==> src/rtl/bbpc_pkg.sv <==
package bbpc_pkg;

   localparam int unsigned TimeWidth = 32;
   localparam int unsigned CountWidth = 32;
   localparam int unsigned CsrIndexWidth = 3;

   localparam logic [TimeWidth-1:0] MinDebounce = 32'd50;

   // register indexes on the configuration port
   localparam logic [CsrIndexWidth-1:0] CSR_DEBOUNCE_TIME = 3'd0;
   localparam logic [CsrIndexWidth-1:0] CSR_INVERT_LEVEL = 3'd1;
   localparam logic [CsrIndexWidth-1:0] CSR_MIN_ACTIVE_TIME = 3'd2;
   localparam logic [CsrIndexWidth-1:0] CSR_MAX_ACTIVE_TIME = 3'd3;
   localparam logic [CsrIndexWidth-1:0] CSR_MIN_IDLE_TIME = 3'd4;

   // request modes
   localparam logic [1:0] MODE_SAMPLE = 2'd0;
   localparam logic [1:0] MODE_RESET_COUNTS = 2'd1;
   localparam logic [1:0] MODE_CLEAR_JAM = 2'd2;
   localparam logic [1:0] MODE_UNUSED = 2'd3;

   typedef struct packed {
      logic [1:0] mode;
      logic pin_level;
      logic [TimeWidth-1:0] now_time;
   } req_payload_type;

   typedef struct packed {
      logic [CountWidth-1:0] part_count;
      logic [CountWidth-1:0] glitch_count;
      logic blocked;
      logic jam_flag;
   } rsp_payload_type;

   typedef struct packed {
      logic [TimeWidth-1:0] debounce_time;
      logic invert_level;
      logic [TimeWidth-1:0] min_active_time;
      logic [TimeWidth-1:0] max_active_time;
      logic [TimeWidth-1:0] min_idle_time;
   } cfg_type;

   typedef struct packed {
      logic raw_level_candidate;
      logic [TimeWidth-1:0] raw_change_time;
      logic stable_broken;
      logic [TimeWidth-1:0] stable_change_time;
      logic armed_flag;
      logic counted_in_break;
      logic jam_state;
      logic [CountWidth-1:0] part_counter;
      logic [CountWidth-1:0] glitch_counter;
   } state_type;

   localparam state_type StateReset = '{
      raw_level_candidate: 1'b0,
      raw_change_time: '0,
      stable_broken: 1'b0,
      stable_change_time: '0,
      armed_flag: 1'b1,
      counted_in_break: 1'b0,
      jam_state: 1'b0,
      part_counter: '0,
      glitch_counter: '0
   };

endpackage

==> src/rtl/bbpc_csr.sv <==
module bbpc_csr (
   input  logic clock,
   input  logic reset,
   input  logic csr_valid,
   input  logic [bbpc_pkg::CsrIndexWidth-1:0] csr_index,
   input  logic [bbpc_pkg::TimeWidth-1:0] csr_data,
   output bbpc_pkg::cfg_type cfg
);

   bbpc_pkg::cfg_type cfg_ff;
   bbpc_pkg::cfg_type cfg_in;

   always_comb begin
      cfg_in = cfg_ff;
      if (csr_valid) begin
         unique case (csr_index)
            bbpc_pkg::CSR_DEBOUNCE_TIME: begin
               // clamp to the minimum debounce
               cfg_in.debounce_time = (csr_data < bbpc_pkg::MinDebounce) ?
                                      bbpc_pkg::MinDebounce : csr_data;
            end
            bbpc_pkg::CSR_INVERT_LEVEL: cfg_in.invert_level = csr_data[0];
            bbpc_pkg::CSR_MIN_ACTIVE_TIME: cfg_in.min_active_time = csr_data;
            bbpc_pkg::CSR_MAX_ACTIVE_TIME: cfg_in.max_active_time = csr_data;
            bbpc_pkg::CSR_MIN_IDLE_TIME: cfg_in.min_idle_time = csr_data;
            default: ; // drop writes to unknown indexes
         endcase
      end
   end

   always_ff @(posedge clock) begin
      if (reset) begin
         cfg_ff.debounce_time <= bbpc_pkg::MinDebounce;
         cfg_ff.invert_level <= 1'b0;
         cfg_ff.min_active_time <= '0;
         cfg_ff.max_active_time <= '0;
         cfg_ff.min_idle_time <= '0;
      end else begin
         cfg_ff <= cfg_in;
      end
   end

   assign cfg = cfg_ff;

endmodule

==> src/rtl/bbpc_step.sv <==
module bbpc_step (
   input  bbpc_pkg::cfg_type cfg,
   input  bbpc_pkg::req_payload_type req,
   input  bbpc_pkg::state_type state,
   output bbpc_pkg::state_type state_next
);

   logic broken;
   logic cand_change;
   logic settled;
   logic flip;
   logic [bbpc_pkg::TimeWidth-1:0] raw_age;
   logic [bbpc_pkg::TimeWidth-1:0] stable_age;
   logic [bbpc_pkg::TimeWidth-1:0] held;

   assign broken = cfg.invert_level ? ~req.pin_level : req.pin_level;
   assign cand_change = broken != state.raw_level_candidate;
   assign raw_age = req.now_time - state.raw_change_time;
   // a fresh candidate has age zero, below the minimum debounce
   assign settled = !cand_change && (raw_age >= cfg.debounce_time);
   assign flip = settled && (broken != state.stable_broken);
   assign stable_age = req.now_time - state.stable_change_time;
   assign held = flip ? '0 : stable_age;

   always_comb begin
      state_next = state;
      unique case (req.mode)
         bbpc_pkg::MODE_SAMPLE: begin
            if (cand_change) begin
               state_next.raw_level_candidate = broken;
               state_next.raw_change_time = req.now_time;
            end
            if (flip) begin
               state_next.stable_broken = broken;
               state_next.counted_in_break = 1'b0;
               state_next.stable_change_time = req.now_time;
               if (!broken) begin
                  if (!state.counted_in_break) begin
                     state_next.glitch_counter = state.glitch_counter + 1'b1;
                  end
                  state_next.armed_flag = 1'b0;
                  state_next.jam_state = 1'b0;
               end
            end
            if (state_next.stable_broken) begin
               if ((cfg.max_active_time != '0) && (held >= cfg.max_active_time)) begin
                  state_next.jam_state = 1'b1;
               end
               if (state_next.armed_flag && !state_next.counted_in_break &&
                   (held >= cfg.min_active_time)) begin
                  state_next.part_counter = state.part_counter + 1'b1;
                  state_next.counted_in_break = 1'b1;
                  state_next.armed_flag = 1'b0;
               end
            end else if (!state_next.armed_flag && (held >= cfg.min_idle_time)) begin
               state_next.armed_flag = 1'b1;
            end
         end
         bbpc_pkg::MODE_RESET_COUNTS: begin
            state_next.part_counter = '0;
            state_next.glitch_counter = '0;
            state_next.counted_in_break = 1'b0;
            state_next.jam_state = 1'b0;
            state_next.armed_flag = 1'b1;
         end
         bbpc_pkg::MODE_CLEAR_JAM: state_next.jam_state = 1'b0;
         bbpc_pkg::MODE_UNUSED: ; // report status only
         default: ;
      endcase
   end

endmodule

==> src/rtl/break_beam_part_counter_top.sv <==
// Path: a request passes the input register, then the result register, before
//    rsp_valid rises; the response comes later while rsp_ready holds low.
// Throughput: one request per cycle, unless rsp_ready holds low while both stages
//    are full; the debounce and timing update for an item is one pass of
//    subtract/compare logic between the two registers.
// Reset: synchronous, active high; clears both stages, restores the tracker
//    state (armed, counters zero) and the configuration defaults.
module break_beam_part_counter_top (
   input  logic clock,
   input  logic reset,
   input  logic req_valid,
   output logic req_ready,
   input  bbpc_pkg::req_payload_type req_data,
   output logic rsp_valid,
   input  logic rsp_ready,
   output bbpc_pkg::rsp_payload_type rsp_data,
   input  logic csr_valid,
   output logic csr_ready,
   input  logic [bbpc_pkg::CsrIndexWidth-1:0] csr_index,
   input  logic [bbpc_pkg::TimeWidth-1:0] csr_data
);

   bbpc_pkg::cfg_type cfg;

   // input stage
   logic s1_valid_ff;
   logic s1_valid_in;
   bbpc_pkg::req_payload_type s1_data_ff;

   // tracker state, updated as an item leaves the input stage
   bbpc_pkg::state_type state_ff;
   bbpc_pkg::state_type state_in;

   // result stage
   logic out_valid_ff;
   logic out_valid_in;
   bbpc_pkg::rsp_payload_type out_data_ff;
   bbpc_pkg::rsp_payload_type out_data_in;

   logic req_xfer;
   logic advance;

   // Configuration writes are always taken; the register file settles
   // clamping and unknown indexes.
   assign csr_ready = 1'b1;

   bbpc_csr u_csr (
      .clock(clock),
      .reset(reset),
      .csr_valid(csr_valid),
      .csr_index(csr_index),
      .csr_data(csr_data),
      .cfg(cfg)
   );

   bbpc_step u_step (
      .cfg(cfg),
      .req(s1_data_ff),
      .state(state_ff),
      .state_next(state_in)
   );

   // Advance the input stage whenever the result register is free or its
   // transfer completes this cycle; the result register is the skid point.
   assign advance = s1_valid_ff && (!out_valid_ff || rsp_ready);
   assign req_ready = !s1_valid_ff || advance;
   assign req_xfer = req_valid && req_ready;

   always_comb begin
      s1_valid_in = s1_valid_ff;
      if (req_xfer) begin
         s1_valid_in = 1'b1;
      end else if (advance) begin
         s1_valid_in = 1'b0;
      end
   end

   always_comb begin
      out_valid_in = out_valid_ff;
      if (advance) begin
         out_valid_in = 1'b1;
      end else if (rsp_ready) begin
         out_valid_in = 1'b0;
      end
   end

   // The response reports status after this item's update.
   always_comb begin
      out_data_in.part_count = state_in.part_counter;
      out_data_in.glitch_count = state_in.glitch_counter;
      out_data_in.blocked = state_in.stable_broken;
      out_data_in.jam_flag = state_in.jam_state;
   end

   always_ff @(posedge clock) begin
      if (reset) begin
         s1_valid_ff <= 1'b0;
         out_valid_ff <= 1'b0;
         state_ff <= bbpc_pkg::StateReset;
      end else begin
         s1_valid_ff <= s1_valid_in;
         out_valid_ff <= out_valid_in;
         if (advance) begin
            state_ff <= state_in;
         end
      end
   end

   // payload registers: hold unless loaded
   always_ff @(posedge clock) begin
      if (req_xfer) begin
         s1_data_ff <= req_data;
      end
      if (advance) begin
         out_data_ff <= out_data_in;
      end
   end

   assign rsp_valid = out_valid_ff;
   assign rsp_data = out_data_ff;

endmodule

==> config.mk <==
export PLATFORM = sky130hd
export DESIGN_NAME = break_beam_part_counter_top
export DESIGN_NICKNAME = d
export VERILOG_FILES = /design/src/rtl/bbpc_pkg.sv /design/src/rtl/bbpc_csr.sv /design/src/rtl/bbpc_step.sv /design/src/rtl/break_beam_part_counter_top.sv
export SDC_FILE = /design/constraint.sdc
export NUM_CORES = 1
export LEC_CHECK = 0
export BUFFER_PORTS_ARGS = -buffer_cell sky130_fd_sc_hd__buf_2
export CAP_MARGIN = 20
export CELL_PAD_IN_SITES_DETAIL_PLACEMENT = 1
export CELL_PAD_IN_SITES_GLOBAL_PLACEMENT = 1
export CORE_ASPECT_RATIO = 1.2
export CORE_MARGIN = 5
export CORE_UTILIZATION = 40
export CTS_BUF_LIST = sky130_fd_sc_hd__clkbuf_4
export CTS_CLUSTER_SIZE = 14
export DETAILED_ROUTE_END_ITERATION = 8
export MAX_ROUTING_LAYER = met4
export PLACE_DENSITY_LB_ADDON = 0.1
export REMOVE_ABC_BUFFERS = 1
export SLEW_MARGIN = 15
export SYNTH_ARGS = -nofsm -noshare
export SYNTH_HDL_FRONTEND = slang
export SYNTH_SLANG_ARGS = --single-unit
==> constraint.sdc <==
create_clock -name clock -period 10.5 [get_ports clock]
set_input_delay 0.525 -clock clock [delete_from_list [all_inputs] [get_ports clock]]
set_output_delay 0.525 -clock clock [all_outputs]
set_load 0.05 [all_outputs]
==> flow_summary.toml, run 1 <==
[floorplan]
dieArea_um2 = 58000
start_util_pct = 40.5
io_pins = 144
die_h_um = 263
num_rows = 92
core_um2 = 52600
die_x_um = 221

[logic_synthesis]
synth_largest_area_cell = "dfxtp_1"
syn_avg_cell_area_um2 = 8.16
syn_area_um2 = 21300
synth_edf_count = 101
synth_top_area_share_pct = 24.8
async_flop_share_pct = 0
synth_ff_type = "dfxtp_1"
synth.area.top_cells = "dfxtp_1 (25%), edfxtp_1 (14%), ha_1 (11%)"
yosysWarnings = 0
synth_seq_cells = 365
syn_inst = 2613
synth.distinct_cells = 77
synth-seq-area-share_pct = 39.0

[routing]
totalWireLength_um = 70200
top_layer_used = "met4"
drc_errors = 0
vias = 19562
ant_nets = 0
wl_per_cell_um = 19.3
drt_iter0_drc = 858
routed-wl-met2_um = 36000
wl_met3_um = 2860
met1Wirelength_um = 28900
avgViaCountPerCell = 5.39
first_pass_iters = 5

[worst_setup_path]
critical_path_arrival_ns = 10.42
start_kind = "flip-flop"
crit_start = "s1_data_ff[0]$_DFFE_PP_"
critical-path-max-stage-delay_ns = 0.66
crit_path_frequent_cell = "a21oi_1"
crit_path_end = "state_ff[59]$_SDFFE_PP0P_"
worst-endpoint-required_ns = 11.26
rr_endpoint = "state_ff[59]$_SDFFE_PP0P_"
crit_fanout = 11
critPathKind = "reg -> reg"
critPathSlowestCell = "or4_1"
endpoint_kind = "flip-flop"
r2r_cells = 34
regToRegStartpoint = "s1_data_ff[0]$_DFFE_PP_"
rrSetupSlack_ns = 0.84

[global_routing]
grt_pass1_vias = 20648
grt_max_degree = 77
grt_pass1_wl_um = 111000
grt_overflow = 0
track_usage_pct = 24.6
grt_antenna_before_repair = 5

[power]
leakage_nw = 8.95
peakVddDrop_v = 0.0000807
comb_power_share_pct = 17.3
p_sw_share_pct = 30.1
power.switching_mw = 1.05
seqPwrFrac_pct = 43.3
finalPower_mw = 3.47
internal_power_mw = 2.43
power_density_nw_per_um2 = 140
pwr-share-clk_pct = 39.4

[clocking]
clkLatencyLatePin_ns = 0.84
cts-root-buf = "clkbuf_4"
cts_buffers = 102
clkSlewWorstSetupHoldPaths_ns = 0.07
cts_buffer_depth = 3
cts_sinks = 365
cts_resized = 0
htree_levels = 3
cts_tree = "yes"

[cells_and_area]
final_util_pct = 47.1
register_area_um2 = 8320
final_nets = 3097
final_cell_mix = "nand2_1 (470), a21oi_1 (323), dfxtp_1 (264)"
final_common_cell = "nand2_1"
syn_to_final_growth_pct = 16.2
instances_no_fill = 3626
drive_gt1_share_pct = 13.2
n_fill_cell = 6442
stdcell_area_um2 = 24800
multi_input_area_um2 = 11800

[run]
drv_cap = 0

[placed_design]
place_ws_ns = 0.480
port_buffers = 142
dp_cells = 3363
dp_hpwl_um = 50000
dpl_cell_area_um2 = 22700
finalWeightedCongestion = 0.917

[sta]
fmax_mhz = 104
rsz0062_at_grt = "false"
slew_headroom_pct = 30.2
worst_slack_ns = 0.838
tightest_slew_ns = 1.05
setup_violations = 0
hold_viol_final = 0
slew_viol_final = 0
post-route-min-period_ns = 9.66
min_period_over_period_pct = 92.0
tns_ns = 0
finClkSkew_ns = 0.0485
whs_ns = 0.113

[min_path]
hold_depth = 3
hold_path_class = "in -> reg"

[run_status]
status = "completed"
## critical path: cells and delay by family, from the launching register on
kind	cells	cell delay, ns
flops	1	0.42
simple gates	9	3.19
buf+inv	5	0.71
fa+ha+maj	4	1.23
compound gates	15	3.86
xor+xnor	1	0.18
## final cells by class
class	instances	share of cell area, %
antenna	5	0.0505
clock buffer	164	4.97
multi-input combinational	1911	47.5
tap	705	3.56
inverter	213	3.23
sequential	365	33.6
timing repair buffer	238	6.54
clock inverter	25	0.495
## synth_stat cells, types with 6 or more instances
library cell / n
o31ai_1: 18
o41ai_1: 6
nor2_1: 178
or4_1: 25
a31oi_1: 13
nor3_1: 24
a22oi_1: 11
nand3_1: 49
and3_1: 18
buf_1: 6
o21a_1: 18
dfxtp_1: 264
and4_1: 14
o21bai_1: 9
or3_1: 32
xnor2_1: 60
inv_1: 212
nand2_1: 473
nor4_1: 28
a211oi_1: 20
o21ai_0: 94
a31o_2: 7
nand3b_1: 8
or2_2: 11
nand4_1: 36
a21oi_1: 323
xor2_1: 40
edfxtp_1: 101
nor2b_1: 23
a21o_1: 48
nand2b_1: 22
o211ai_1: 19
ha_1: 189
and2_1: 11
clkbuf_1: 111
## sequential cells by signal, summed over array words and instances, names as in the netlist
| register | count |
|---|---|
| state_ff | 133 |
| s1_valid_ff | 1 |
| rsp_data | 66 |
| s1_data_ff | 35 |
| rsp_valid | 1 |
| u_csr.cfg | 129 |
## worst min path at each step
stage	startpoint	to	slack, ns
floorplan	state_ff[101]$_SDFFE_PP0P_	state_ff[101]$_SDFFE_PP0P_	0.43
detailed placement	state_ff[116]$_SDFFE_PP0P_	state_ff[116]$_SDFFE_PP0P_	0.45
global route	csr_data[31]	u_csr.cfg[95]$_SDFFE_PP0P_	0.07
finish	csr_data[31]	u_csr.cfg[95]$_SDFFE_PP0P_	0.11
global placement	state_ff[85]$_SDFFE_PP0P_	state_ff[85]$_SDFFE_PP0P_	0.44
CTS	csr_data[31]	u_csr.cfg[95]$_SDFFE_PP0P_	0.007
## power by group through the flow
stage	sequential (mW)	clock, mW	combinational (mW)
final	1.50	1.37	0.602
after global routing	1.51	1.50	0.671
after CTS	1.50	1.42	0.607
after detailed placement	1.53	0	0.584
after global placement	1.53	0	0.569
after floorplan	1.57	0	0.329
## routing by layer
layer | global-route usage (%) | up-vias
li1 | - | 9598
met1 | 27.7 | 9482
met2 | 43.7 | 360
met3 | 3.77 | 122
met4 | 9.41 | 0
met5 | - | -
## kinds of logic (layout without fill, tap and decap cells)
kind of cell | after synthesis | in the layout | share of synthesized area, %
buffers and inverters | 337 | 640 | 6.02
multiplexers | 7 | 7 | 0.358
flip-flops | 365 | 365 | 39.0
AO/OA/AOI/OAI | 648 | 648 | 18.4
AND/OR/NAND/NOR | 964 | 964 | 20.8
XOR/XNOR | 100 | 100 | 4.11
other | 1 | 6 | 0.0176
adder cells (fa/ha/maj) | 191 | 191 | 11.3
## what timing repair did
item / 4_1_cts / 5_1_grt
buffers inserted: 0 / 1
setup endpoints to repair: 0 / 12
hold endpoints to repair: 160 / 0
hold buffers: 68 / 0
(Power assumes the default switching activity.)
==> run 2: changes to the inputs <==
- CORE_MARGIN: 5 -> not set
- PLACE_DENSITY_LB_ADDON: 0.1 -> 0.25
==> run 2 against run 1 <==
Clock skew rose by 0.0063 ns. Clock power barely moved. Register-to-register slack got worse by 0.099 ns. Largest cell class unchanged. Sequential power barely moved. Critical endpoint is now rsp_data[49]$_DFFE_PP_. Worst hold slack improved by 0.076 ns. Critical path type unchanged.
==> flow_summary.toml, run 2 (synthesis results as in run 1) <==
[global_routing]
grt_pass1_wl_um = 111000
grt_pass1_vias = 20722
grt_overflow = 0
grt_max_degree = 78
grt_antenna_before_repair = 2
track_usage_pct = 26.9

[clocking]
cts_resized = 0
cts_tree = "yes"
cts_sinks = 365
cts_buffers = 99
clkLatencyLatePin_ns = 0.88
clkSlewWorstSetupHoldPaths_ns = 0.08
cts-root-buf = "clkbuf_4"
htree_levels = 3
cts_buffer_depth = 3

[sta]
hold_viol_final = 0
min_period_over_period_pct = 93.0
finClkSkew_ns = 0.0548
tns_ns = 0
rsz0062_at_grt = "false"
tightest_slew_ns = 1.02
slew_viol_final = 0
slew_headroom_pct = 31.5
setup_violations = 0
post-route-min-period_ns = 9.76
fmax_mhz = 102

[cells_and_area]
final_common_cell = "nand2_1"
final_cell_mix = "nand2_1 (472), a21oi_1 (323), dfxtp_1 (264)"
syn_to_final_growth_pct = 16.1
largest-register = "state_ff"
largest_reg_flops = 133
drive_gt1_share_pct = 12.9
final_nets = 3100

[routing]
avgViaCountPerCell = 5.44
routed-wl-met2_um = 35900
drt_iter0_drc = 841
wl_met3_um = 2240
vias = 19712
met1Wirelength_um = 29100
top_layer_used = "met4"
drc_errors = 0
wl_per_cell_um = 19.2
first_pass_iters = 5
totalWireLength_um = 69600
ant_nets = 0

[min_path]
hold_path_class = "in -> reg"

[worst_setup_path]
crit_fanout = 51
endpoint_kind = "flip-flop"
worst-endpoint-required_ns = 11.20
critPathSlowestCell = "or4_1"
critPathKind = "reg -> reg"
cp.buffers_inverters = 4
start_kind = "flip-flop"
crit_path_frequent_cell = "a21oi_1"
critical_path_arrival_ns = 10.46
critical-path-max-stage-delay_ns = 0.56
crit_family = "compound AO/OA/AOI/OAI gates"

[floorplan]
die_x_um = 213
die_h_um = 255
io_pins = 144
num_rows = 92
core_um2 = 52600
dieArea_um2 = 54200
start_util_pct = 40.5

[power]
peakVddDrop_v = 0.0000824
leakage_nw = 8.94
finalPower_mw = 3.46
power_density_nw_per_um2 = 140

[run_status]
status = "completed"

[placed_design]
port_buffers = 142
dp_hpwl_um = 49500
finalWeightedCongestion = 0.898

[run]
drv_cap = 0
==> run 2: changes by cell type in the layout (fill, tap and decap cells not counted), sizes merged <==
cell / change
clkinv: +8
buf: +3
inv: +3
dlygate4sd3: +3
clkbuf: -15
diode: -3
bufinv: +1
==> run 2: worst min-delay path, delay by kind of cell <==
kind | cells | cell delay [ns]
buf+inv | 1 | 0.16
simple gates | 2 | 0.19
mux | 1 | 0.13
==> run 2: per-layer routing <==
metal  global-route usage [%]  vias up
li1                         -     9627
met1                     29.9     9586
met2                     48.0      368
met3                     3.44      131
met4                     11.6        0
met5                        -        -
==> run 2: per-stage QoR <==
stage	util, %	area (um^2)	hold slack (ns)	worst slack (ns)	cells
6_report	47.0	24700	0.189	0.739	3626
3_3_place_gp	43.1	22700	0.441	0.710	3364
5_1_grt	47.0	24700	0.170	0.0607	3626
2_1_floorplan	-	20800	0.430	0.769	2489
3_5_place_dp	43.1	22700	0.448	0.459	3364
4_1_cts	47.0	24700	0.0778	0.404	3621
==> run 2: worst paths after layout <==
check / startpoint / endpoint / slack [ns] / cells past startpoint
setup / recovery: s1_data_ff[0]$_DFFE_PP_ / rsp_data[49]$_DFFE_PP_ / 0.74 / 33
hold reg to reg: u_csr.cfg[18]$_SDFFE_PP0P_ / u_csr.cfg[18]$_SDFFE_PP0P_ / 0.45 / 2
setup reg to reg: s1_data_ff[0]$_DFFE_PP_ / rsp_data[49]$_DFFE_PP_ / 0.74 / 33
hold / removal: csr_index[1] / u_csr.cfg[96]$_SDFFE_PP0P_ / 0.19 / 4
==> run 2: power breakdown <==
group	internal (mW)	switching [mW]
Combinational	0.222	0.385
Sequential	1.48	0.0233
Clock	0.698	0.647
==> run 2: timing repair <==
action | in CTS | in global routing
setup buffers | 0 | 2
setup endpoints to repair | 0 | 45
hold buffers | 71 | 0
hold endpoints to repair | 168 | 0
==> run 2: area by class of cell <==
type                            instances  area, um^2
Antenna cell                            2        5.00
Timing Repair Buffer                  244        1660
Clock buffer                          149        1120
Fill cell                            6482       27900
Tap cell                              705         882
Clock inverter                         37         195
Inverter                              213         801
Multi-Input combinational cell       1911       11800
Sequential cell                       365        8320
